File: src/rtl/core/rtps_pkg.sv
`timescale 1ns / 1ps
// Package for the rank tercile pivot select block: sizes, sequencer states, helpers.
package rtps_pkg;

	localparam int MaxItems = 64;
	localparam int AddrW    = $clog2(MaxItems);
	localparam int CntW     = 7;
	localparam int DataW    = 32;

	typedef logic signed [DataW-1:0] data_t;
	typedef logic [CntW-1:0]         cnt_t;
	typedef logic [AddrW-1:0]        addr_t;

	typedef enum logic [2:0] {
		ST_IDLE,
		ST_PIV,
		ST_CAP,
		ST_SWEEP,
		ST_DRAIN,
		ST_TALLY,
		ST_DONE
	} rtps_state_t;

	// n/3 as (n*43)>>7, exact for n up to 127
	function automatic cnt_t third_of(input cnt_t n);
		logic [12:0] p;
		p = {6'd0, n} * 13'd43;
		return {1'b0, p[12:7]};
	endfunction

endpackage

File: src/rtl/core/rtps_if.sv
`timescale 1ns / 1ps
// Valid/ready channel interfaces for input items and result items.
interface rtps_in_if;
	import rtps_pkg::*;
	logic  valid;
	logic  ready;
	data_t value;
	logic  last;

	modport source (output valid, output value, output last, input ready);
	modport sink   (input valid, input value, input last, output ready);
endinterface

interface rtps_out_if;
	import rtps_pkg::*;
	logic  valid;
	logic  ready;
	data_t small_value;
	logic  small_found;
	data_t big_value;
	logic  big_found;
	cnt_t  element_count;
	logic  overflow;

	modport source (output valid, output small_value, output small_found,
		output big_value, output big_found, output element_count, output overflow,
		input ready);
	modport sink   (input valid, input small_value, input small_found,
		input big_value, input big_found, input element_count, input overflow,
		output ready);
endinterface

File: src/rtl/core/rank_tercile_pivot_select.sv
`timescale 1ns / 1ps
// Top level: two-pivot selection by rank count over a stored set of signed values.
// Values stream in one item per cycle while idle and are written to a 64-entry store; a
// value arriving when the store is full is dropped and the set is flagged as overflowed.
// The item with last set closes the set (even if its own value was dropped). The block
// then ranks every kept value (rank = number of kept values strictly smaller) using one
// memory read port and one signed comparator: for each of the n values it reads the
// pivot, captures it, sweeps all n entries, drains the last compare and tallies. No new
// item is accepted until the result is loaded. The result reports the value of rank n/3
// and of rank 2*(n/3); the upper one only when the two ranks differ. A missing rank
// (duplicates) reports found = 0 and value 0. The result sits in an output register, so
// new items are accepted while it waits to be taken; only the final load of the next
// result waits for that register to empty.
module rank_tercile_pivot_select (
	input  logic        clk,
	input  logic        arst_n,
	rtps_in_if.sink     item_in,
	rtps_out_if.source  result_out
);
	import rtps_pkg::*;

	rtps_state_t state_q, state_d;

	// element store
	data_t mem [MaxItems];
	data_t rd_data_q;
	addr_t rd_addr;
	logic  mem_we;

	// set bookkeeping
	cnt_t fill_q;
	cnt_t set_count_q;
	logic dropped_q;
	logic set_drop_q;

	// ranking sequencer
	addr_t i_q;
	addr_t k_q;
	data_t pivot_q;
	cnt_t  rank_q;
	logic  issue_s1;
	cnt_t  lo_rank;
	cnt_t  hi_rank;
	logic  last_i;
	logic  last_k;

	// working result
	data_t small_v_q;
	logic  small_f_q;
	data_t big_v_q;
	logic  big_f_q;

	// output register
	logic  out_vld_q;
	data_t out_small_v_q;
	logic  out_small_f_q;
	data_t out_big_v_q;
	logic  out_big_f_q;
	cnt_t  out_count_q;
	logic  out_ovf_q;

	logic accept;
	logic store_ok;
	logic done_go;

	assign accept   = item_in.valid && item_in.ready;
	assign store_ok = fill_q < cnt_t'(MaxItems);
	assign lo_rank  = third_of(set_count_q);
	assign hi_rank  = {lo_rank[CntW-2:0], 1'b0};
	assign last_i   = {1'b0, i_q} == (set_count_q - cnt_t'(1));
	assign last_k   = {1'b0, k_q} == (set_count_q - cnt_t'(1));
	assign done_go  = !out_vld_q || result_out.ready;

	// next state
	always_comb begin
		state_d = state_q;
		unique case (state_q)
			ST_IDLE:  if (accept && item_in.last) state_d = ST_PIV;
			ST_PIV:   state_d = ST_CAP;
			ST_CAP:   state_d = ST_SWEEP;
			ST_SWEEP: if (last_k) state_d = ST_DRAIN;
			ST_DRAIN: state_d = ST_TALLY;
			ST_TALLY: state_d = last_i ? ST_DONE : ST_PIV;
			ST_DONE:  if (done_go) state_d = ST_IDLE;
			default:  state_d = ST_IDLE;
		endcase
	end

	// control outputs
	always_comb begin
		item_in.ready = 1'b0;
		rd_addr       = '0;
		unique case (state_q)
			ST_IDLE:  item_in.ready = 1'b1;
			ST_PIV:   rd_addr = i_q;
			ST_SWEEP: rd_addr = k_q;
			default:  rd_addr = '0;
		endcase
	end

	assign mem_we = accept && store_ok;

	always_ff @(posedge clk) begin
		if (mem_we) begin
			mem[fill_q[AddrW-1:0]] <= item_in.value;
		end
		rd_data_q <= mem[rd_addr];
	end

	always_ff @(posedge clk or negedge arst_n) begin
		if (!arst_n) begin
			state_q     <= ST_IDLE;
			fill_q      <= '0;
			set_count_q <= '0;
			dropped_q   <= 1'b0;
			set_drop_q  <= 1'b0;
			i_q         <= '0;
			k_q         <= '0;
			rank_q      <= '0;
			issue_s1    <= 1'b0;
			small_f_q   <= 1'b0;
			big_f_q     <= 1'b0;
			out_vld_q   <= 1'b0;
		end else begin
			state_q  <= state_d;
			issue_s1 <= (state_q == ST_SWEEP);

			if (accept) begin
				if (item_in.last) begin
					// close the set; the store is emptied once the result is loaded
					set_count_q <= store_ok ? fill_q + cnt_t'(1) : fill_q;
					set_drop_q  <= dropped_q || !store_ok;
					fill_q      <= store_ok ? fill_q + cnt_t'(1) : fill_q;
					dropped_q   <= dropped_q || !store_ok;
					i_q         <= '0;
					small_f_q   <= 1'b0;
					big_f_q     <= 1'b0;
				end else if (store_ok) begin
					fill_q <= fill_q + cnt_t'(1);
				end else begin
					dropped_q <= 1'b1;
				end
			end

			if (state_q == ST_CAP) begin
				k_q    <= '0;
				rank_q <= '0;
			end
			if (state_q == ST_SWEEP) begin
				k_q <= k_q + addr_t'(1);
			end
			if (issue_s1 && (rd_data_q < pivot_q)) begin
				rank_q <= rank_q + cnt_t'(1);
			end

			if (state_q == ST_TALLY) begin
				i_q <= i_q + addr_t'(1);
				if (rank_q == lo_rank) begin
					small_f_q <= 1'b1;
				end else if (rank_q == hi_rank) begin
					big_f_q <= 1'b1;
				end
			end

			// a load in the same cycle as a take keeps the register full
			if (state_q == ST_DONE && done_go) begin
				out_vld_q <= 1'b1;
				fill_q    <= '0;
				dropped_q <= 1'b0;
			end else if (result_out.valid && result_out.ready) begin
				out_vld_q <= 1'b0;
			end
		end
	end

	// payload registers
	always_ff @(posedge clk) begin
		if (state_q == ST_CAP) begin
			pivot_q <= rd_data_q;
		end
		if (accept && item_in.last) begin
			small_v_q <= '0;
			big_v_q   <= '0;
		end
		if (state_q == ST_TALLY) begin
			if (rank_q == lo_rank) begin
				small_v_q <= pivot_q;
			end else if (rank_q == hi_rank) begin
				big_v_q <= pivot_q;
			end
		end
		if (state_q == ST_DONE && done_go) begin
			out_small_v_q <= small_v_q;
			out_small_f_q <= small_f_q;
			out_big_v_q   <= big_v_q;
			out_big_f_q   <= big_f_q;
			out_count_q   <= set_count_q;
			out_ovf_q     <= set_drop_q;
		end
	end

	assign result_out.valid         = out_vld_q;
	assign result_out.small_value   = out_small_v_q;
	assign result_out.small_found   = out_small_f_q;
	assign result_out.big_value     = out_big_v_q;
	assign result_out.big_found     = out_big_f_q;
	assign result_out.element_count = out_count_q;
	assign result_out.overflow      = out_ovf_q;

`ifndef SYNTHESIS
	a_fill_bound: assert property (@(posedge clk) disable iff (!arst_n)
		fill_q <= cnt_t'(MaxItems))
		else $error("fill count beyond store capacity");

	a_rank_bound: assert property (@(posedge clk) disable iff (!arst_n)
		state_q == ST_TALLY |-> rank_q < set_count_q)
		else $error("rank not below set size");

	a_big_distinct: assert property (@(posedge clk) disable iff (!arst_n)
		(out_vld_q && out_big_f_q) |-> out_count_q >= cnt_t'(3))
		else $error("upper pivot reported with equal pivot ranks");

	a_set_emptied: assert property (@(posedge clk) disable iff (!arst_n)
		(state_q == ST_DONE && done_go) |=> (fill_q == '0 && !dropped_q))
		else $error("set not emptied after result load");
`endif

endmodule

File: src/flat_wrapper.sv
// flat-port wrapper written by rule: the top's interface ports become plain ports
module rank_tercile_pivot_select_flat import rtps_pkg::*;
  (clk, arst_n, item_in_valid, item_in_value, item_in_last, item_in_ready, result_out_valid, result_out_small_value, result_out_small_found, result_out_big_value, result_out_big_found, result_out_element_count, result_out_overflow, result_out_ready);
  rtps_in_if item_in_i ();
  rtps_out_if result_out_i ();
  input  logic clk;
  input  logic arst_n;
  input wire logic [$bits(item_in_i.valid)-1:0] item_in_valid;
  input wire logic [$bits(item_in_i.value)-1:0] item_in_value;
  input wire logic [$bits(item_in_i.last)-1:0] item_in_last;
  output wire logic [$bits(item_in_i.ready)-1:0] item_in_ready;
  output wire logic [$bits(result_out_i.valid)-1:0] result_out_valid;
  output wire logic [$bits(result_out_i.small_value)-1:0] result_out_small_value;
  output wire logic [$bits(result_out_i.small_found)-1:0] result_out_small_found;
  output wire logic [$bits(result_out_i.big_value)-1:0] result_out_big_value;
  output wire logic [$bits(result_out_i.big_found)-1:0] result_out_big_found;
  output wire logic [$bits(result_out_i.element_count)-1:0] result_out_element_count;
  output wire logic [$bits(result_out_i.overflow)-1:0] result_out_overflow;
  input wire logic [$bits(result_out_i.ready)-1:0] result_out_ready;
  assign item_in_i.valid = item_in_valid;
  assign item_in_i.value = item_in_value;
  assign item_in_i.last = item_in_last;
  assign item_in_ready = item_in_i.ready;
  assign result_out_valid = result_out_i.valid;
  assign result_out_small_value = result_out_i.small_value;
  assign result_out_small_found = result_out_i.small_found;
  assign result_out_big_value = result_out_i.big_value;
  assign result_out_big_found = result_out_i.big_found;
  assign result_out_element_count = result_out_i.element_count;
  assign result_out_overflow = result_out_i.overflow;
  assign result_out_i.ready = result_out_ready;
  rank_tercile_pivot_select u_core (.clk(clk), .arst_n(arst_n), .item_in(item_in_i), .result_out(result_out_i));
endmodule
File: config.mk
export PLATFORM = sky130hd
export DESIGN_NAME = rank_tercile_pivot_select_flat
export DESIGN_NICKNAME = d
export VERILOG_FILES = /design/src/rtl/core/rtps_pkg.sv /design/src/rtl/core/rtps_if.sv /design/src/rtl/core/rank_tercile_pivot_select.sv /design/src/flat_wrapper.sv
export SDC_FILE = /design/constraint.sdc
export NUM_CORES = 2
export LEC_CHECK = 0
export ABC_CLOCK_PERIOD_IN_PS = 7700
export BUFFER_PORTS_ARGS = -buffer_cell sky130_fd_sc_hd__buf_2
export CAP_MARGIN = 25
export CELL_PAD_IN_SITES_DETAIL_PLACEMENT = 0
export CELL_PAD_IN_SITES_GLOBAL_PLACEMENT = 1
export CORE_ASPECT_RATIO = 1.25
export CORE_MARGIN = 2
export CORE_UTILIZATION = 54
export CTS_BUF_LIST = sky130_fd_sc_hd__clkbuf_4 sky130_fd_sc_hd__clkbuf_8
export DETAILED_ROUTE_END_ITERATION = 10
export PLACE_DENSITY_LB_ADDON = 0.1
export RECOVER_POWER = 25
export SLEW_MARGIN = 10
export SYNTH_ARGS = -nofsm -noshare
export SYNTH_HDL_FRONTEND = slang
export SYNTH_SLANG_ARGS = --single-unit
export TNS_END_PERCENT = 100
File: constraint.sdc
create_clock -name clk -period 7.7 [get_ports clk]
set_input_delay 0.77 -clock clk [delete_from_list [all_inputs] [get_ports clk]]
set_output_delay 0.77 -clock clk [all_outputs]
set_load 0.1 [all_outputs]
==> metrics <==
Post-synth ARST share=1.83%; later-pin clock latency in the skew report=1.08 ns; post-route design area=0.102 sq mm; placed cells=9239; DRC=0; Final Non-Filler Cells=9892; drt total wl=251000 microns; largest cells by area after synthesis=edfxtp_1 (71%), nand2_1 (9.3%), nand3_1 (5.0%); postcts setup bufs=0; core area=0.168 sq mm; Area Overhead vs Synth=11.5%; share of cells above drive strength 1=11.9%; Hold Path Origin=item_in_last; CP startpoint kind=flop; DR vias/cell=5.97; Min Clock Period, post-route=4.78 ns; Slew @ Worst Pin=3.00 ns; vias in the first global route=57483; pre-CTS setup slack=2.61 ns; Post-Synthesis Cells=7231; class of the worst hold path=input port to flop; Lkg Pwr=35.9 nW; Overflow after GRT=0; crit path kind=flop to flop; Clock Power Share=42.3%; count of cell types in the netlist=72; failing checks=max-capacitance violations, max-slew violations; Crit. Startpoint=u_core.set_count_q[4]; setup_tns=0 ns; RePlAce Congestion=0.828; I/O Buffers=112; Vias=59012; area share of xor/xnor cells in the synthesized design=0.355%; Gate power share=0.8%; Post-synth top flop=edfxtp_1; # rows=168; Tot Pwr=23.9 mW; adder-cell share of the synthesized area=1.14%; syn nets=7348; Avg WL per Cell=25.4 microns; Slew HR=-100%; Sw Pwr=4.84 mW; Longest Clk Path Bufs=4; cts bufs inserted=363; post-detailed-route count of antenna-violating nets=0; area of the multi-input gates=0.0222 sq mm; die width=372 microns; largest family of logic cells by synthesized area=simple AND/OR/NAND/NOR gates; Hold Path Depth=3; Die Height=464 microns; DP Area=0.0949 sq mm; Worst EP required=8.68 ns; most frequent cells in the layout=nand2_1 (2263), edfxtp_1 (2154), nand3_1 (909), clkbuf_8 (382), a21oi_1 (149); worst r2r src=u_core.set_count_q[4]; CTS root buf=clkbuf_8; maxcap violations=19; Worst Slack Setup Final=2.92 ns; Post-synth EDFFs=2154; period utilization=62.0%; Critical Path AT=5.75 ns; outcome=finished with violations; RSZ-0062 raised after global routing=no; total internal power=19.1 mW; R2R depth=14; Max IR drop VDD=182 uV; Seq/Total Area, Yosys=74.0%; post-synthesis instance area=0.0914 sq mm; Die Area=0.173 sq mm; P per Cell Area=235 mW/mm^2; Ys Warns=0; sequential share of power=56.9%; first-pass GRT wire length=371000 microns; Max Clk Rate=0.209 GHz; Post-Synth Simple-Gate Area=16.7%; H-tree lvl count=5; Synth Register Bits=2292; Clock Pin Slew Worst Setup and Hold Paths=0.06 ns; Hold Vio Cnt, Final=0; Pre-antenna DRT Iters=6; skew final=0.0698 ns; IO Pins=113; Compound-Gate Fraction of Synth Area=4.94%; Yosys top cell area share=70.8%; HPWL after DPL=136000 microns; commonest non-fill, non-tap cell in the layout=nand2_1; post-synthesis mux area share=0.537%; 1st-iter DRT viols=6303; clock sink total=2292; setup violators final=0; Avg Inst Size Synth=12.6 sq um; Final Slew Violations=991; area leader, netlist=edfxtp_1; initial antenna violation count=16; largest net degree at the start of global routing=190; hold_ws=0.111 ns; CP Max Fanout=26; CTS tree=yes; fin util=60.7%; Initial Util=54.4%; switch share=20.2%; Seq. cell area=0.0677 sq mm; # nets final=7528; number of filler cells placed in the layout=13254; crit end category=flop; Tot GR Track Use=29.1%
-- power groups by stage --
stage / Clock (mW) / Combinational, mW / Sequential, mW
4_1_cts: 10.3 / 0.199 / 13.6
3_5_place_dp: 0 / 0.199 / 13.9
2_1_floorplan: 0 / 0.000107 / 13.9
6_report: 10.1 / 0.194 / 13.6
3_3_place_gp: 0 / 0.182 / 13.9
5_1_grt: 10.8 / 0.209 / 13.6
-- metal layers --
| metal | vias to the layer above | global-route usage (%) | wire length, microns |
|---|---|---|---|
| met2 | 2360 | 47.2 | 121000 |
| met3 | 470 | 5.17 | 19400 |
| met5 | - | 0 | 22 |
| li1 | 26568 | - | - |
| met1 | 29610 | 40.1 | 103000 |
| met4 | 4 | 9.13 | 7160 |
-- worst max-delay path, stage by stage, from the launching register on --
cell,delay (ns)
dfrtp_1,0.58
ha_1,0.33
fa_1,0.49
inv_1,0.05
fa_1,0.48
inv_1,0.04
ha_1,0.45
a211oi_1,0.48
o21bai_1,0.12
a221oi_1,0.30
o211ai_1,0.14
nor4_1,0.28
o2111a_2,0.44
buf_12,0.25
mux2i_1,0.22
-- final timing paths --
path / to / slack [ns]
hold / removal: u_core.set_count_q[2] / 0.11
max in group asynchronous: u_core.small_f_q / 6.75
setup reg to reg: u_core.big_v_q[18] / 2.92
min in group asynchronous: u_core.k_q[4] / 0.26
hold reg to reg: u_core.result_out.big_value[26] / 0.42
setup / recovery: u_core.big_v_q[18] / 2.92
-- timing repair --
action,CTS,global route
hold endpoints to repair,43,0
hold buffers,2,0
resized for setup,0,0
-- cells in the mapped netlist, drive strengths merged (65+ instances only) --
cell type and count:
nand3 909, and3 134, nand2 2268, edfxtp 2154, ha 74, clkbuf 322
a221oi 67, a31oi 131, nor2 161, buf 146, o21ai 134, a21oi 149
dfxtp 96, a32o 65
-- cells by family after synthesis --
kind of cell / count (synthesis)
muxes: 48
AOI/OAI and AO/OA: 666
buffers and inverters: 526
adders and majority gates: 80
xor gates and xnor gates: 37
and+or+nand+nor: 3582
DFF: 2292
-- registers in the layout (all words and copies together) (netlist names), 3 cells and up --
signal                           flops
u_core.big_v_q                      32
u_core.fill_q                        7
u_core.i_q                           6
u_core.k_q                           6
u_core.mem                        2048
u_core.pivot_q                      32
u_core.rank_q                        7
u_core.rd_data_q                    32
u_core.result_out.big_value         32
u_core.result_out.element_count      7
u_core.result_out.small_value       32
u_core.set_count_q                   7
u_core.small_v_q                    32
u_core.state_q                       3
-- layout make-up --
type                       count  area share (%)
clock inverter               125           0.771
antenna                        4         0.00983
tap                         2210            2.71
sequential                  2292            66.4
clock buffer                 507            6.08
multi-input combinational   4413            21.8
inverter                      58           0.214
timing repair buffer         283            2.01
(Power assumes the default switching activity.)
